$ cat config.mk
export PLATFORM = sky130hd
export DESIGN_NAME = mhpq_ram
export DESIGN_NICKNAME = d
export VERILOG_FILES = /design/src/hdl/mhpq_ram.sv
export SDC_FILE = /design/constraint.sdc
export NUM_CORES = 2
export LEC_CHECK = 0
export BUFFER_PORTS_ARGS = -buffer_cell sky130_fd_sc_hd__buf_2
export CAP_MARGIN = 20
export CORE_MARGIN = 1.5
export CORE_UTILIZATION = 63
export DETAILED_ROUTE_END_ITERATION = 10
export PLACE_DENSITY = 0.9
export SYNTH_ARGS = -nofsm -noshare
export SYNTH_HDL_FRONTEND = slang
export SYNTH_SLANG_ARGS = --single-unit
$ cat constraint.sdc
create_clock -name clk -period 5.4 [get_ports clk]
set_input_delay 1.08 -clock clk [delete_from_list [all_inputs] [get_ports clk]]
set_output_delay 1.08 -clock clk [all_outputs]
set_load 0.005 [all_outputs]
$ cat src/hdl/mhpq_ram.sv
// ----------------------------------------------------------------------------
// mhpq_ram: generic single-port-write, single-port-read RAM
// One write and one registered read per cycle.
// ----------------------------------------------------------------------------
`default_nettype none

module mhpq_ram #(
    parameter int WIDTH = 32,
    parameter int DEPTH = 128
) (
    input  wire logic                     clk,
    input  wire logic                     we,
    input  wire logic [$clog2(DEPTH)-1:0] waddr,
    input  wire logic [WIDTH-1:0]         wdata,
    input  wire logic [$clog2(DEPTH)-1:0] raddr,
    output logic      [WIDTH-1:0]         rdata
);

    logic [WIDTH-1:0] mem [DEPTH];

    always_ff @(posedge clk)
    begin
        if (we)
        begin
            mem[waddr] <= wdata;
        end
        rdata <= mem[raddr];
    end

endmodule

`default_nettype wire

==> metrics <==
post-route fraction of the period consumed by the critical path 0.712; Clk pwr share 0.422; first-pass GRT wire length about 730 mm; clock-pin slew reported for the worst setup and hold paths after clock tree synthesis 0.07 ns; clock tree from TritonCTS yes; peak per-stage delay on the critical path 0.78 ns; antenna-violating nets left 0; number of max-slew violations in the final report 0; cell type of the slowest stage on the worst timing path sky130_fd_sc_hd__mux4_2; count of clock tree sinks 4128; initial antenna violation count approximately 120; Die Area 251000 um2; commonest cells after routing, fill and taps aside 4096 x sky130_fd_sc_hd__edfxtp_1, 1344 x sky130_fd_sc_hd__mux4_2, 400 x sky130_fd_sc_hd__clkbuf_16; f_max 260 MHz; number of synthesis warnings 0; setup clock skew after layout 0.0672 ns; cell area after synthesis 156000 um2; pin count of the biggest net entering global routing 93; Net Count, Synth between 6000 and 7000; number of nets at the end of the flow 6491; via count 83200; # setup viols final 0; iteration-0 DRC count of the detailed router 19500; clock latency of the later-clocked register in the worst-skew pair 1.04 ns; area fraction of the dominant cell type after synthesis 0.787; wire length after detailed routing 540 mm; clock root buffer sky130_fd_sc_hd__clkbuf_16; unrepaired setup endpoints after global routing false; critical register-to-register path startpoint mem[127][20]$_DFFE_PP_; switching power of the nets ~16 mW; hold buffer count at cts 0; Rel. slew slack 0.206; CP required 6.30 ns; number of failing hold endpoints at the final stage 0; worst hold slack about 0.43 ns; cell taking the most area after synthesis sky130_fd_sc_hd__edfxtp_1; mean area per synthesized cell 26.1 um2; drt wl/cell 53.4 um; number of port buffers 79; largest vdd supply drop ~360 uV; post-CTS setup buffers 0; Area Overhead vs Synth 12.8%; type of element launching the critical path primary input; portion of the post-synthesis area used by sequential elements 0.791; ratio of cells with drive above 1 in the final layout 0.361; TritonCTS buffer count 392; Combinational Power Share 0.056; overall routing resource usage 0.439; router iterations before antenna repair 6; Post-Route Setup TNS 0 ns; initial core utilization 0.635; power density relative to cell area about 390 nW/um2; GPL Wtd Cong 0.864; timing startpoint of the critical path raddr[0]; Sw Share 0.229; number of fillers in the final layout 11800; Worst Path Max Fanout 36; clk buf depth 4; critical path start-end classification in -> reg; synthesized instance count 5990; fraction of power consumed by sequential logic 0.522; number of instances resized during post-cts repair 0; critical path endpoint category register; startpoint of the tightest hold check path wdata[14]; ranking of synthesized cells by area sky130_fd_sc_hd__edfxtp_1 79%, sky130_fd_sc_hd__mux4_2 19%, sky130_fd_sc_hd__clkbuf_1 0.44%, sky130_fd_sc_hd__dfxtp_1 0.41%, sky130_fd_sc_hd__nor2_1 0.29%; Leak Pwr 54.1 nW; GRT Residual Overflow 0; count of state elements after synthesis 4128; P_int 52.4 mW; HPWL after detailed placement 279 mm; Via-to-Cell Ratio ~8; synth unique cells 17; core area approximately 250000 um2; vertical die dimension 501 um; worst-path cell chain buf_12, buf_4, mux4_2, mux4_2, mux4_2, mux2_2; actual transition at the worst max-transition pin 1.19 ns; CTS HTree Levels 5; Max-Cap Viols 0; type of the worst min-delay path in -> reg; most frequent standard cell in the layout excluding fill and tap cells sky130_fd_sc_hd__edfxtp_1; I/O pin count 80; DRC 0; die outline width ~500 um; arrival time of the worst setup path 4.74 ns; Critical Path Most Common Cell sky130_fd_sc_hd__mux4_2; Rows roughly 180; post-route minimum period 3.84 ns; result of the run complete, no violations; number of global-route vias before repair 80200
==> metrics by stage <==
step            util  worst slack (ns)  cells  total power, mW  instance area [um2]
6_report       0.716              1.56  10100             68.0               176000
3_3_place_gp   0.665             0.932   9359             39.3               164000
5_1_grt        0.716              1.61  10100             68.8               176000
3_5_place_dp   0.665             0.814   9359             39.6               164000
4_1_cts        0.715              1.77  10100             67.5               176000
2_1_floorplan      -              1.08   5990             37.8               156000
==> power by group through the flow <==
stage          Clock (mW)  Sequential, mW  Combinational, mW
2_1_floorplan           0            36.1               1.71
3_3_place_gp            0            36.2               3.12
3_5_place_dp            0            36.2               3.43
4_1_cts              28.5            35.5               3.58
5_1_grt              29.6            35.5               3.76
6_report             28.7            35.5               3.83
==> synthesized netlist by cell type <==
cell type                  number
sky130_fd_sc_hd__edfxtp_1    4096
sky130_fd_sc_hd__mux4_2      1344
sky130_fd_sc_hd__clkbuf_1     182
sky130_fd_sc_hd__nor2_1       122
sky130_fd_sc_hd__buf_2         79
sky130_fd_sc_hd__buf_1         50
sky130_fd_sc_hd__dfxtp_1       32
sky130_fd_sc_hd__mux2_2        32
sky130_fd_sc_hd__nand2_1       14
sky130_fd_sc_hd__nand3_1       12
sky130_fd_sc_hd__nor3_1         9
sky130_fd_sc_hd__nor2b_1        7
sky130_fd_sc_hd__buf_4          3
sky130_fd_sc_hd__nand4_1        3
sky130_fd_sc_hd__buf_6          2
sky130_fd_sc_hd__nand2b_1       2
sky130_fd_sc_hd__or3_1          1
==> routing by layer <==
metal  global-route usage  vias up  wire (um)
met4                0.301       76      51400
met5              0.00154        -        616
met3                0.152     2770      91000
met1                0.540    41900     149000
met2                0.665    11200     248000
li1                     -    27300          -
==> worst max-delay path, delay by kind of cell <==
kind / cells / cell delay (ns)
muxes: 4 / 2.50
buffers and inverters: 2 / 1.04
==> final timing paths <==
path | cells after the start | endpoint | slack (ns)
worst max-delay path | 6 | rdata[20]$_DFF_P_ | 1.56
worst min-delay path | 1 | mem[102][14]$_DFFE_PP_ | 0.43
worst max register to register | 4 | rdata[20]$_DFF_P_ | 2.30
worst min register to register | 4 | rdata[3]$_DFF_P_ | 1.20
==> registers in the layout (all words and copies together), names as in the netlist <==
name   cells
rdata     32
mem     4096
==> layout make-up <==
type	count	area, um2	share of cell area
clock buffers	483	10400	0.0588
clock inverters	208	2160	0.0122
repair buffers	375	3550	0.0201
flip-flops and latches	4128	124000	0.701
multi-input cells	1546	32300	0.183
diodes	67	168	0.000951
well taps	3312	4140	0.0235
==> cells by family after synthesis <==
group                  count (synthesis)  share of synthesized area
flip-flops                          4128                      0.791
buffers and inverters                316                    0.00839
multiplexers                        1376                      0.196
AND/OR/NAND/NOR                      170                    0.00446
No activity file was read; power rests on OpenSTA's default activity.
