===== config.mk =====
export PLATFORM = sky130hd
export DESIGN_NAME = mhpq_seq
export DESIGN_NICKNAME = d
export VERILOG_FILES = /design/src/hdl/mhpq_pkg.sv /design/src/hdl/mhpq_seq.sv
export SDC_FILE = /design/constraint.sdc
export NUM_CORES = 1
export LEC_CHECK = 0
export ABC_AREA = 1
export BUFFER_PORTS_ARGS = -buffer_cell sky130_fd_sc_hd__buf_2
export CORE_ASPECT_RATIO = 1.2
export CORE_MARGIN = 8
export CORE_UTILIZATION = 45
export CTS_BUF_LIST = sky130_fd_sc_hd__clkbuf_16
export DETAILED_ROUTE_END_ITERATION = 16
export PLACE_DENSITY = 0.63
export SYNTH_ARGS = -nofsm -noshare
export SYNTH_HDL_FRONTEND = slang
export SYNTH_SLANG_ARGS = --single-unit

===== constraint.sdc =====
create_clock -name clk -period 5.12 [get_ports clk]
set_input_delay 1.024 -clock clk [delete_from_list [all_inputs] [get_ports clk]]
set_output_delay 1.024 -clock clk [all_outputs]
set_load 0.03 [all_outputs]

===== src/hdl/mhpq_pkg.sv =====
// ----------------------------------------------------------------------------
// mhpq_pkg: shared types and constants
// Types, codes and widths used by the max-heap priority queue modules.
// ----------------------------------------------------------------------------
`default_nettype none

package mhpq_pkg;

    localparam int CAPACITY_DEF = 128;
    localparam int KEY_W        = 32;
    localparam int STATUS_W     = 2;
    localparam int FILL_W       = 8;

    typedef enum logic [0:0] {
        CMD_INSERT  = 1'b0,
        CMD_EXTRACT = 1'b1
    } cmd_t;

    typedef enum logic [STATUS_W-1:0] {
        ST_OK    = 2'd0,
        ST_FULL  = 2'd1,
        ST_EMPTY = 2'd2
    } status_t;

    typedef enum logic [2:0] {
        S_IDLE,
        S_UP_CHK,
        S_UP_CMP,
        S_DN_LAST,
        S_DN_CHK,
        S_DN_L,
        S_DN_R,
        S_DONE
    } state_t;

    typedef struct packed {
        logic signed [KEY_W-1:0] key;
        status_t                 status;
        logic [FILL_W-1:0]       fill;
    } result_t;

endpackage

`default_nettype wire


===== src/hdl/mhpq_seq.sv =====
// ----------------------------------------------------------------------------
// mhpq_seq: heap sequencer
// Walks sift-up and sift-down one level at a time around one shared signed
// comparator and the key store RAM.
// ----------------------------------------------------------------------------
`default_nettype none

module mhpq_seq #(
    parameter int CAPACITY = mhpq_pkg::CAPACITY_DEF,
    localparam int AW = $clog2(CAPACITY),
    localparam int CW = $clog2(CAPACITY + 1)
) (
    input  wire logic                               clk,
    input  wire logic                               rst_n,
    input  wire logic                               start,
    input  wire mhpq_pkg::cmd_t                     start_cmd,
    input  wire logic signed [mhpq_pkg::KEY_W-1:0]  start_key,
    output logic                                    busy,
    output logic                                    res_valid,
    output mhpq_pkg::result_t                       res,
    input  wire logic                               res_ack,
    output logic                                    ram_we,
    output logic [AW-1:0]                           ram_waddr,
    output logic signed [mhpq_pkg::KEY_W-1:0]       ram_wdata,
    output logic [AW-1:0]                           ram_raddr,
    input  wire logic signed [mhpq_pkg::KEY_W-1:0]  ram_rdata
);

    mhpq_pkg::state_t  state_reg, state_next;
    mhpq_pkg::status_t status_reg, status_next;
    logic [CW-1:0] count_reg, count_next;
    logic [CW-1:0] pos_reg, pos_next;
    logic [CW-1:0] best_reg, best_next;
    logic signed [mhpq_pkg::KEY_W-1:0] key_reg, key_next;
    logic signed [mhpq_pkg::KEY_W-1:0] bestval_reg, bestval_next;
    logic signed [mhpq_pkg::KEY_W-1:0] root_reg, root_next;
    logic signed [mhpq_pkg::KEY_W-1:0] res_key_reg, res_key_next;
    logic res_root_reg, res_root_next;

    logic signed [mhpq_pkg::KEY_W-1:0] cmp_a, cmp_b;
    logic          cmp_gt;
    logic [CW-1:0] pos_m1;
    logic [CW-1:0] cnt_m1;
    logic [CW-1:0] parent;
    logic [CW-1:0] parent_m1;
    logic [CW:0]   l_ext;
    logic [CW:0]   l_m1;
    logic [CW:0]   r_ext;
    logic [CW:0]   cnt_ext;
    logic [CW+mhpq_pkg::FILL_W-1:0] fill_ext;

    assign pos_m1    = pos_reg - CW'(1);
    assign cnt_m1    = count_reg - CW'(1);
    assign parent    = pos_reg >> 1;
    assign parent_m1 = parent - CW'(1);
    assign l_ext     = {pos_reg, 1'b0};
    assign l_m1      = {pos_m1, 1'b1};
    assign r_ext     = {pos_reg, 1'b1};
    assign cnt_ext   = {1'b0, count_reg};
    assign fill_ext  = {{mhpq_pkg::FILL_W{1'b0}}, count_reg};

    // shared comparator
    always_comb
    begin
        unique case (state_reg)
            mhpq_pkg::S_DN_L:
            begin
                cmp_a = ram_rdata;
                cmp_b = key_reg;
            end
            mhpq_pkg::S_DN_R:
            begin
                cmp_a = ram_rdata;
                cmp_b = bestval_reg;
            end
            default:
            begin
                cmp_a = key_reg;
                cmp_b = ram_rdata;
            end
        endcase
    end

    assign cmp_gt = cmp_a > cmp_b;

    always_ff @(posedge clk or negedge rst_n)
    begin
        if (!rst_n)
        begin
            state_reg <= mhpq_pkg::S_IDLE;
            count_reg <= '0;
        end
        else
        begin
            state_reg <= state_next;
            count_reg <= count_next;
        end
    end

    always_ff @(posedge clk)
    begin
        status_reg   <= status_next;
        pos_reg      <= pos_next;
        best_reg     <= best_next;
        key_reg      <= key_next;
        bestval_reg  <= bestval_next;
        root_reg     <= root_next;
        res_key_reg  <= res_key_next;
        res_root_reg <= res_root_next;
    end

    always_comb
    begin
        state_next    = state_reg;
        status_next   = status_reg;
        count_next    = count_reg;
        pos_next      = pos_reg;
        best_next     = best_reg;
        key_next      = key_reg;
        bestval_next  = bestval_reg;
        res_key_next  = res_key_reg;
        res_root_next = res_root_reg;
        ram_we        = 1'b0;
        ram_waddr     = pos_m1[AW-1:0];
        ram_wdata     = key_reg;
        ram_raddr     = '0;

        unique case (state_reg)
            mhpq_pkg::S_IDLE:
            begin
                if (start)
                begin
                    key_next    = start_key;
                    status_next = mhpq_pkg::ST_OK;
                    if (start_cmd == mhpq_pkg::CMD_INSERT)
                    begin
                        res_root_next = 1'b1;
                        if (count_reg == CW'(CAPACITY))
                        begin
                            status_next = mhpq_pkg::ST_FULL;
                            state_next  = mhpq_pkg::S_DONE;
                        end
                        else
                        begin
                            count_next = count_reg + CW'(1);
                            pos_next   = count_reg + CW'(1);
                            state_next = mhpq_pkg::S_UP_CHK;
                        end
                    end
                    else
                    begin
                        res_root_next = 1'b0;
                        res_key_next  = root_reg;
                        if (count_reg == '0)
                        begin
                            status_next  = mhpq_pkg::ST_EMPTY;
                            res_key_next = '0;
                            state_next   = mhpq_pkg::S_DONE;
                        end
                        else
                        begin
                            count_next = cnt_m1;
                            ram_raddr  = cnt_m1[AW-1:0];
                            if (count_reg == CW'(1))
                            begin
                                state_next = mhpq_pkg::S_DONE;
                            end
                            else
                            begin
                                state_next = mhpq_pkg::S_DN_LAST;
                            end
                        end
                    end
                end
            end
            mhpq_pkg::S_UP_CHK:
            begin
                if (pos_reg == CW'(1))
                begin
                    ram_we     = 1'b1;
                    state_next = mhpq_pkg::S_DONE;
                end
                else
                begin
                    ram_raddr  = parent_m1[AW-1:0];
                    state_next = mhpq_pkg::S_UP_CMP;
                end
            end
            mhpq_pkg::S_UP_CMP:
            begin
                ram_we = 1'b1;
                if (cmp_gt)
                begin
                    ram_wdata  = ram_rdata;
                    pos_next   = parent;
                    state_next = mhpq_pkg::S_UP_CHK;
                end
                else
                begin
                    state_next = mhpq_pkg::S_DONE;
                end
            end
            mhpq_pkg::S_DN_LAST:
            begin
                key_next   = ram_rdata;
                pos_next   = CW'(1);
                state_next = mhpq_pkg::S_DN_CHK;
            end
            mhpq_pkg::S_DN_CHK:
            begin
                if (l_ext > cnt_ext)
                begin
                    ram_we     = 1'b1;
                    state_next = mhpq_pkg::S_DONE;
                end
                else
                begin
                    ram_raddr  = l_m1[AW-1:0];
                    state_next = mhpq_pkg::S_DN_L;
                end
            end
            mhpq_pkg::S_DN_L:
            begin
                bestval_next = cmp_gt ? ram_rdata : key_reg;
                best_next    = cmp_gt ? l_ext[CW-1:0] : pos_reg;
                if (r_ext <= cnt_ext)
                begin
                    ram_raddr  = l_ext[AW-1:0];
                    state_next = mhpq_pkg::S_DN_R;
                end
                else
                begin
                    ram_we = 1'b1;
                    if (cmp_gt)
                    begin
                        ram_wdata  = ram_rdata;
                        pos_next   = l_ext[CW-1:0];
                        state_next = mhpq_pkg::S_DN_CHK;
                    end
                    else
                    begin
                        state_next = mhpq_pkg::S_DONE;
                    end
                end
            end
            mhpq_pkg::S_DN_R:
            begin
                ram_we = 1'b1;
                if (cmp_gt)
                begin
                    ram_wdata  = ram_rdata;
                    pos_next   = r_ext[CW-1:0];
                    state_next = mhpq_pkg::S_DN_CHK;
                end
                else if (best_reg != pos_reg)
                begin
                    ram_wdata  = bestval_reg;
                    pos_next   = best_reg;
                    state_next = mhpq_pkg::S_DN_CHK;
                end
                else
                begin
                    state_next = mhpq_pkg::S_DONE;
                end
            end
            mhpq_pkg::S_DONE:
            begin
                if (res_ack)
                begin
                    state_next = mhpq_pkg::S_IDLE;
                end
            end
            default:
            begin
                state_next = mhpq_pkg::S_IDLE;
            end
        endcase
    end

    // shadow of the root slot
    assign root_next = (ram_we && ram_waddr == '0) ? ram_wdata : root_reg;

    assign busy       = state_reg != mhpq_pkg::S_IDLE;
    assign res_valid  = state_reg == mhpq_pkg::S_DONE;
    assign res.key    = res_root_reg ? root_reg : res_key_reg;
    assign res.status = status_reg;
    assign res.fill   = fill_ext[mhpq_pkg::FILL_W-1:0];

    a_count_bound: assert property (@(posedge clk) disable iff (!rst_n)
        count_reg <= CW'(CAPACITY))
        else $error("entry count above capacity");

    a_write_in_walk: assert property (@(posedge clk) disable iff (!rst_n)
        ram_we |-> (state_reg == mhpq_pkg::S_UP_CHK || state_reg == mhpq_pkg::S_UP_CMP
                    || state_reg == mhpq_pkg::S_DN_CHK || state_reg == mhpq_pkg::S_DN_L
                    || state_reg == mhpq_pkg::S_DN_R))
        else $error("store written outside a sift");

    a_empty_count: assert property (@(posedge clk) disable iff (!rst_n)
        (res_valid && res.status == mhpq_pkg::ST_EMPTY) |-> count_reg == '0)
        else $error("empty status with keys held");

    a_start_leaves_idle: assert property (@(posedge clk) disable iff (!rst_n)
        (start && !busy) |=> busy)
        else $error("accepted item did not start work");

endmodule

`default_nettype wire


==> metrics list, run 1 <==
* Minimum clock period: 4.90 ns
- For this run, asynchronously set or reset flops after synthesis account for 6.96%.
- Layout cell share with drive strength beyond 1: 18.0%
- Max-cap violations in this run came to 0.
* Number of H-tree levels: 4
* Worst setup slack after placement: 0.404 ns
- Ratio of routed vias to standard cells: 5.36
* Setup repair after global routing missed its margin: true
- Count of clock tree sinks: 158
- Number of nets with antenna violations after detailed routing: 0
* Critical path type: reg2out
* Number of filler cells placed in the layout: 2414
* Worst-path maximum fanout: 33
* Number of flops mapped to enable cells by yosys: 147
- Top routing layer used: met4
- Timing would allow up to 0.204 GHz.
- Worst endpoint required time: 4.10 ns
* # nets final: 1750
* Met1 Routed Length: 16000 um
- Hold Crit Class: in2async
* Die Span Y: 189 um
- Synthesized cell area: 11200 um2
* Worst-path clk slew: 0.07 ns
- Setup violations remaining at the end of the flow were counted as 0.
- Dividing the detail-routed wire length by the instance count gives 17.8 um.
* Met3 layer wire length in the routed design: 2820 um
* Global placer's final weighted congestion: 0.871
- # port buffers: 159
- Detailed routing inserted a total of 10600 vias.
* Total GRT Usage: 23.0%
- CTS placed an instance of sky130_fd_sc_hd__clkbuf_16 at the clock tree root.
- Ant. Diodes: 0
- Register area share after synthesis: 41.9%
- At the pin with the least slew margin, the transition time is 1.11 ns.
- Averaged over all synthesized cells, the footprint is 7.45 um2.
* Effective utilization at floorplan: 45.5%
- Endpoint class of the critical path: output pin
* Antenna violations before repair: 0
- Remaining global-route overflow: 0
- Global-route wire length before repair: 55500 um
- Distinct cell type count of the synthesized netlist: 45
- Post-synthesis cell count: 1502
- The number of max-slew violations in the final report came to 0.
- After synthesis the netlist holds a flip-flop and latch count of 158.
* TritonCTS clock tree: yes
- Summed over all layers, the routed wires come to 35100 um.
* HPWL Detailed: 25100 um
* Die W: 160 um
- The initialized floorplan defines 63 standard-cell rows.
- Post-synthesis to final-layout area growth: 17.5%
* Share of the clock period used by the worst path: 95.6%
- Post-synth top flop: sky130_fd_sc_hd__edfxtp_1
- In the post-route analysis, the smallest setup slack over all paths is 0.224 ns.
- The run finished with clean final reports.
- Syn Nets: 1618
* Detailed-routing iteration count for the pre-antenna-repair pass: 5
- Pin count of the biggest net entering global routing: 65
* Die Area: 30200 um2
- Type of origin of the critical path: flip-flop
- In the detailed route, the total length drawn on met2 is 15700 um.
- Synth warn: 0
- Measured against its own limit, the worst slew margin works out to 25.9%.
- Number of hold buffers added after CTS: 0
- Clock latency on the worst-skew pair, taken at its later pin, is 0.45 ns.
* CP Data Arrival Time: 3.87 ns
* Top-level port count: 160
- The via count of the first global-routing pass was 10300.
- Layout Skew: 0.0183 ns
* Number of buffers created by CTS: 17
* First DRT Iteration DRCs: 1012
* Hold Fails Final Rpt: 0
* Final routed DRC violation total: 0
- Largest buffer count on any clock path: 2
* Core box area: 24600 um2
worst max-delay path, cell delays in order, from the launching register on:
cell	delay [ns]
sky130_fd_sc_hd__dfrtp_2	0.45
sky130_fd_sc_hd__inv_1	0.07
sky130_fd_sc_hd__nor2_1	0.04
sky130_fd_sc_hd__inv_2	0.12
sky130_fd_sc_hd__nor2_4	0.05
sky130_fd_sc_hd__inv_2	0.08
sky130_fd_sc_hd__buf_6	0.31
sky130_fd_sc_hd__o22ai_1	0.17
sky130_fd_sc_hd__a21oi_2	0.15
sky130_fd_sc_hd__ha_1	0.28
sky130_fd_sc_hd__nand2_1	0.07
sky130_fd_sc_hd__nand2_1	0.08
sky130_fd_sc_hd__nand2_1	0.07
sky130_fd_sc_hd__nand2_1	0.04
sky130_fd_sc_hd__nand2_1	0.05
sky130_fd_sc_hd__nand2_1	0.06
sky130_fd_sc_hd__a21oi_2	0.16
sky130_fd_sc_hd__nand2_1	0.08
sky130_fd_sc_hd__nand2_2	0.09
sky130_fd_sc_hd__nand3_4	0.13
sky130_fd_sc_hd__inv_2	0.12
sky130_fd_sc_hd__buf_6	0.15
sky130_fd_sc_hd__nand2_1	0.09
sky130_fd_sc_hd__nand2_1	0.08
sky130_fd_sc_hd__inv_2	0.04
sky130_fd_sc_hd__nand2_1	0.06
sky130_fd_sc_hd__nand3_2	0.12
sky130_fd_sc_hd__clkbuf_4	0.21
cells by family after synthesis:
| family | synth area share [%] |
|---|---|
| buf+inv | 11.6 |
| xor+xnor | 1.88 |
| simple gates | 25.6 |
| flops | 41.9 |
| compound gates | 13.7 |
| fa+ha+maj | 5.25 |
area by class of cell:
cell class	instances	area, um2	share of cell area [%]
multi-input combinational	1019	5320	40.5
sequential	158	4690	35.7
timing repair buffer	188	1210	9.21
inverter	250	941	7.15
clock buffer	17	425	3.23
tap	325	407	3.09
clock inverter	15	155	1.18
Yosys cell counts, types with 3 or more instances:
library cell | instances | area share (%)
sky130_fd_sc_hd__nand4_1 | 32 | 1.8
sky130_fd_sc_hd__buf_4 | 4 | 0.27
sky130_fd_sc_hd__edfxtp_1 | 147 | 39
sky130_fd_sc_hd__nand2_1 | 407 | 14
sky130_fd_sc_hd__nand2_4 | 9 | 0.91
sky130_fd_sc_hd__nor2_1 | 101 | 3.4
sky130_fd_sc_hd__nand3_1 | 91 | 4.1
sky130_fd_sc_hd__buf_1 | 8 | 0.27
sky130_fd_sc_hd__inv_2 | 20 | 0.67
sky130_fd_sc_hd__buf_2 | 12 | 0.54
sky130_fd_sc_hd__inv_1 | 229 | 7.7
sky130_fd_sc_hd__nor3_1 | 7 | 0.31
sky130_fd_sc_hd__ha_1 | 47 | 5.3
sky130_fd_sc_hd__a21oi_1 | 88 | 3.9
sky130_fd_sc_hd__o21ai_0 | 123 | 5.5
sky130_fd_sc_hd__buf_6 | 5 | 0.50
sky130_fd_sc_hd__clkbuf_1 | 45 | 1.5
sky130_fd_sc_hd__o2111ai_1 | 3 | 0.23
sky130_fd_sc_hd__and2_1 | 6 | 0.34
sky130_fd_sc_hd__o22ai_1 | 32 | 1.8
sky130_fd_sc_hd__o21ai_1 | 3 | 0.13
sky130_fd_sc_hd__o211ai_1 | 15 | 1.0
sky130_fd_sc_hd__nor4_1 | 4 | 0.22
sky130_fd_sc_hd__xor2_1 | 23 | 1.8
sky130_fd_sc_hd__dfrtp_1 | 11 | 2.5
cell usage in the layout (no fill, tap or decap), types with 5 or more instances in the layout:
| cell | n |
|---|---|
| sky130_fd_sc_hd__nand2_1 | 399 |
| sky130_fd_sc_hd__inv_1 | 220 |
| sky130_fd_sc_hd__edfxtp_1 | 147 |
| sky130_fd_sc_hd__buf_2 | 131 |
| sky130_fd_sc_hd__o21ai_0 | 123 |
| sky130_fd_sc_hd__nor2_1 | 98 |
| sky130_fd_sc_hd__a21oi_1 | 85 |
| sky130_fd_sc_hd__nand3_1 | 83 |
| sky130_fd_sc_hd__ha_1 | 47 |
| sky130_fd_sc_hd__o22ai_1 | 32 |
| sky130_fd_sc_hd__nand4_1 | 32 |
| sky130_fd_sc_hd__buf_4 | 30 |
| sky130_fd_sc_hd__inv_2 | 29 |
| sky130_fd_sc_hd__xor2_1 | 23 |
| sky130_fd_sc_hd__clkbuf_16 | 18 |
| sky130_fd_sc_hd__o211ai_1 | 15 |
| sky130_fd_sc_hd__buf_6 | 12 |
| sky130_fd_sc_hd__nand2_4 | 10 |
| sky130_fd_sc_hd__dfrtp_1 | 10 |
| sky130_fd_sc_hd__nand2_2 | 9 |
| sky130_fd_sc_hd__nand3_2 | 8 |
| sky130_fd_sc_hd__clkbuf_4 | 8 |
| sky130_fd_sc_hd__nor3_1 | 7 |
| sky130_fd_sc_hd__and2_1 | 6 |
| sky130_fd_sc_hd__a21oi_2 | 5 |
| sky130_fd_sc_hd__inv_6 | 5 |
worst paths after layout:
kind | start | to | slack [ns] | depth (start not counted)
hold reg to reg | root_reg[0] | res_key_reg[0] | 0.56 | 2
setup reg to reg | state_reg[1] | pos_reg[1] | 1.31 | 24
min in group clk | root_reg[0] | res_key_reg[0] | 0.56 | 2
hold / removal | rst_n | count_reg[0] | 0.45 | 1
setup / recovery | state_reg[1] | ram_wdata[10] | 0.22 | 27
max in group asynchronous | rst_n | state_reg[1] | 4.44 | 1
per-layer routing:
layer  up-vias  GRT usage [%]
li1       5202              -
met4         0           6.59
met3        40           5.50
met2       397           35.5
met5         -              0
met1      4935           31.6
metrics by stage:
step                setup TNS (ns)  cells  hold WS [ns]  instance area [um2]  utilization (%)
global placement                 0   1937         0.540                12300             49.9
floorplan                        0   1502         0.531                11200                -
finish                           0   1972         0.455                13200             53.5
detailed placement               0   1937         0.551                12300             49.9
global route                -0.378   1972         0.460                13200             53.5
CTS                              0   1969         0.454                12900             52.3
timing repair:
action / CTS / global route
resized for setup: 2 / 106
cloned: 0 / 1
buffers inserted: 0 / 2
pin swaps: 0 / 3
setup endpoints to repair: 3 / 32
Power of run 1 is not shown: default switching activity piles up to over one toggle a cycle in this logic, so the estimate is an artifact.
==> run 2: changes to the inputs <==
- CTS_BUF_LIST: sky130_fd_sc_hd__clkbuf_16 -> sky130_fd_sc_hd__clkbuf_4 sky130_fd_sc_hd__clkbuf_8 sky130_fd_sc_hd__clkbuf_16
==> metrics list, run 2 (synthesis results as in run 1) <==
* Result of the run: completed
- Total GRT Usage: 23.0%
* Cell area after layout: 13200 um2
- Post-Route Hold Slack: 0.456 ns
- Leaving out fill and tap cells, the most frequent cell in the layout is sky130_fd_sc_hd__nand2_1.
* Core occupancy in the finished layout: 53.5%
- HPWL Detailed: 25100 um
- Detailed-routing iteration count for the pre-antenna-repair pass: 5
- Counting along the longest clock path gives a buffer depth of 2.
- In the final routed layout, each cell accounts on average for 17.8 um.
- Final routed DRC violation total: 0
* Antenna violations before repair: 0
* Count of final setup violators: 0
- The number of max-slew violations in the final report was 0.
- In the final layout, the share of cells above drive strength 1 is 18.0%.
* Share of the clock period used by the worst path: 95.9%
- Pin placement for this block handled 160 I/O pins.
- The number of hold violations in the final report is 0.
- Sum of routed wire length over all layers: 35200 um
- The die is 160 um wide.
- The filler cells instantiated in the layout total 2413.
* Core box area: 24600 um2
* Effective utilization at floorplan: 45.5%
- # port buffers: 159
* Final sum of negative setup slack: 0 ns
- Post-synthesis to final-layout area growth: 17.5%
* Setup repair after global routing missed its margin: true
- The library cells used most frequently in the layout, excluding fill and tap cells, are sky130_fd_sc_hd__nand2_1 (399), sky130_fd_sc_hd__inv_1 (219), sky130_fd_sc_hd__edfxtp_1 (147).
* Clock tree root driver cell: sky130_fd_sc_hd__clkbuf_16
- Number of nets with antenna violations after detailed routing: 0
- Derived from the worst setup path, the maximum achievable clock frequency is 0.204 GHz.
* Worst endpoint required time: 4.10 ns
- The routed layout has 10600 vias.
* Die Area: 30200 um2
- Measured against its own limit, the worst slew margin works out to 26.1%.
- After floorplanning, the core was divided into 63 placement rows.
* # nets final: 1750
- The die is 189 um tall.
* Number of H-tree levels: 4
- At the pin with the least slew margin, the transition time is 1.10 ns.
* Max-capacitance violation count: 0
- The via count of the first global-routing pass was 10300.
- STA classifies the critical path startpoint as a flip-flop.
* Worst-path maximum fanout: 33
- Routability-driven placement finished with a final weighted congestion of 0.871.
- TritonCTS created 17 clock buffers.
* Worst-path clk slew: 0.07 ns
- The min-delay analysis places its worst path in the category in2async.
- Between clock sinks in the finished design, the worst skew comes to 0.0177 ns.
- In this run, the number of DRC markers left after iteration 0 of detailed routing was 1000.
- Critical path type: reg2out
* CP Data Arrival Time: 3.89 ns
* Count of clock tree sinks: 158
- Clock insertion delay at the later pin of the skew report: 0.44 ns
- Endpoint class of the critical path: output pin
- The placed instances occupy a cell area of 12300 um2.
- Pin count of the biggest net entering global routing: 65
- Global-route wire length before repair: 55500 um
- TritonCTS clock tree: yes
- In the routed layout, each cell is associated on average with a via count of 5.39.
- Minimum clock period: 4.91 ns
- After global routing the overflow that remains totals 0.
## run 2: cell count changes in the layout (fill, tap and decap cells not counted)
cell / before / now
sky130_fd_sc_hd__inv_1: 220 / 219
sky130_fd_sc_hd__clkbuf_4: 8 / 9
sky130_fd_sc_hd__diode_2: 0 / 1
## run 2: timing repair
action | CTS | global route
gates cloned | 0 | 1
hold buffers | 0 | 0
pin swaps | 0 | 3
endpoints found under the setup margin | 3 | 32
resized for setup | 2 | 106
setup buffers | 0 | 2
## run 2: critical path: stages, from the launching register on
cell                       delay [ns]
sky130_fd_sc_hd__dfrtp_2         0.45
sky130_fd_sc_hd__inv_1           0.07
sky130_fd_sc_hd__nor2_1          0.04
sky130_fd_sc_hd__inv_2           0.12
sky130_fd_sc_hd__nor2_4          0.05
sky130_fd_sc_hd__inv_2           0.08
sky130_fd_sc_hd__buf_6           0.31
sky130_fd_sc_hd__o22ai_1         0.18
sky130_fd_sc_hd__a21oi_2         0.15
sky130_fd_sc_hd__ha_1            0.28
sky130_fd_sc_hd__nand2_1         0.07
sky130_fd_sc_hd__nand2_1         0.08
sky130_fd_sc_hd__nand2_1         0.07
sky130_fd_sc_hd__nand2_1         0.04
sky130_fd_sc_hd__nand2_1         0.05
sky130_fd_sc_hd__nand2_1         0.07
sky130_fd_sc_hd__a21oi_2         0.16
sky130_fd_sc_hd__nand2_1         0.08
sky130_fd_sc_hd__nand2_2         0.10
sky130_fd_sc_hd__nand3_4         0.13
sky130_fd_sc_hd__inv_2           0.12
sky130_fd_sc_hd__buf_6           0.15
sky130_fd_sc_hd__nand2_1         0.10
sky130_fd_sc_hd__nand2_1         0.08
sky130_fd_sc_hd__inv_2           0.04
sky130_fd_sc_hd__nand2_1         0.06
sky130_fd_sc_hd__nand3_2         0.12
sky130_fd_sc_hd__clkbuf_4        0.21
## run 2: path summary, 6_finish.rpt
path,from,to,slack (ns),depth (start not counted)
min in group clk,root_reg[0],res_key_reg[0],0.56,2
max in group asynchronous,rst_n,state_reg[1],4.43,1
worst min register to register,root_reg[0],res_key_reg[0],0.56,2
worst max register to register,state_reg[1],pos_reg[1],1.29,24
worst max-delay path,state_reg[1],ram_wdata[10],0.21,27
worst min-delay path,rst_n,count_reg[0],0.46,1
## run 2: layer usage
layer / track usage, % / up-vias / share of wire, %
met5: 0 / - / 0
met4: 6.59 / 0 / 1.7
met3: 5.50 / 43 / 8.3
met2: 35.5 / 445 / 45
met1: 31.6 / 4948 / 45
li1: - / 5199 / -
## run 2: metrics by stage
stage | std cells | worst slack [ns]
finish | 1973 | 0.208
global route | 1972 | -0.0586
CTS | 1969 | 0.00655
detailed placement | 1937 | 0.404
global placement | 1937 | 0.482
floorplan | 1502 | 0.736
## run 2: area by class of cell
type                       count  area [um2]  share of cell area (%)
multi-input combinational   1019        5320                    40.5
sequential                   158        4690                    35.6
timing repair buffer         188        1210                    9.20
inverter                     250         941                    7.15
clock buffer                  18         433                    3.29
tap                          325         407                    3.09
clock inverter                14         151                    1.15
antenna                        1        2.50                  0.0190
Power of run 2 is left out for the same reason.
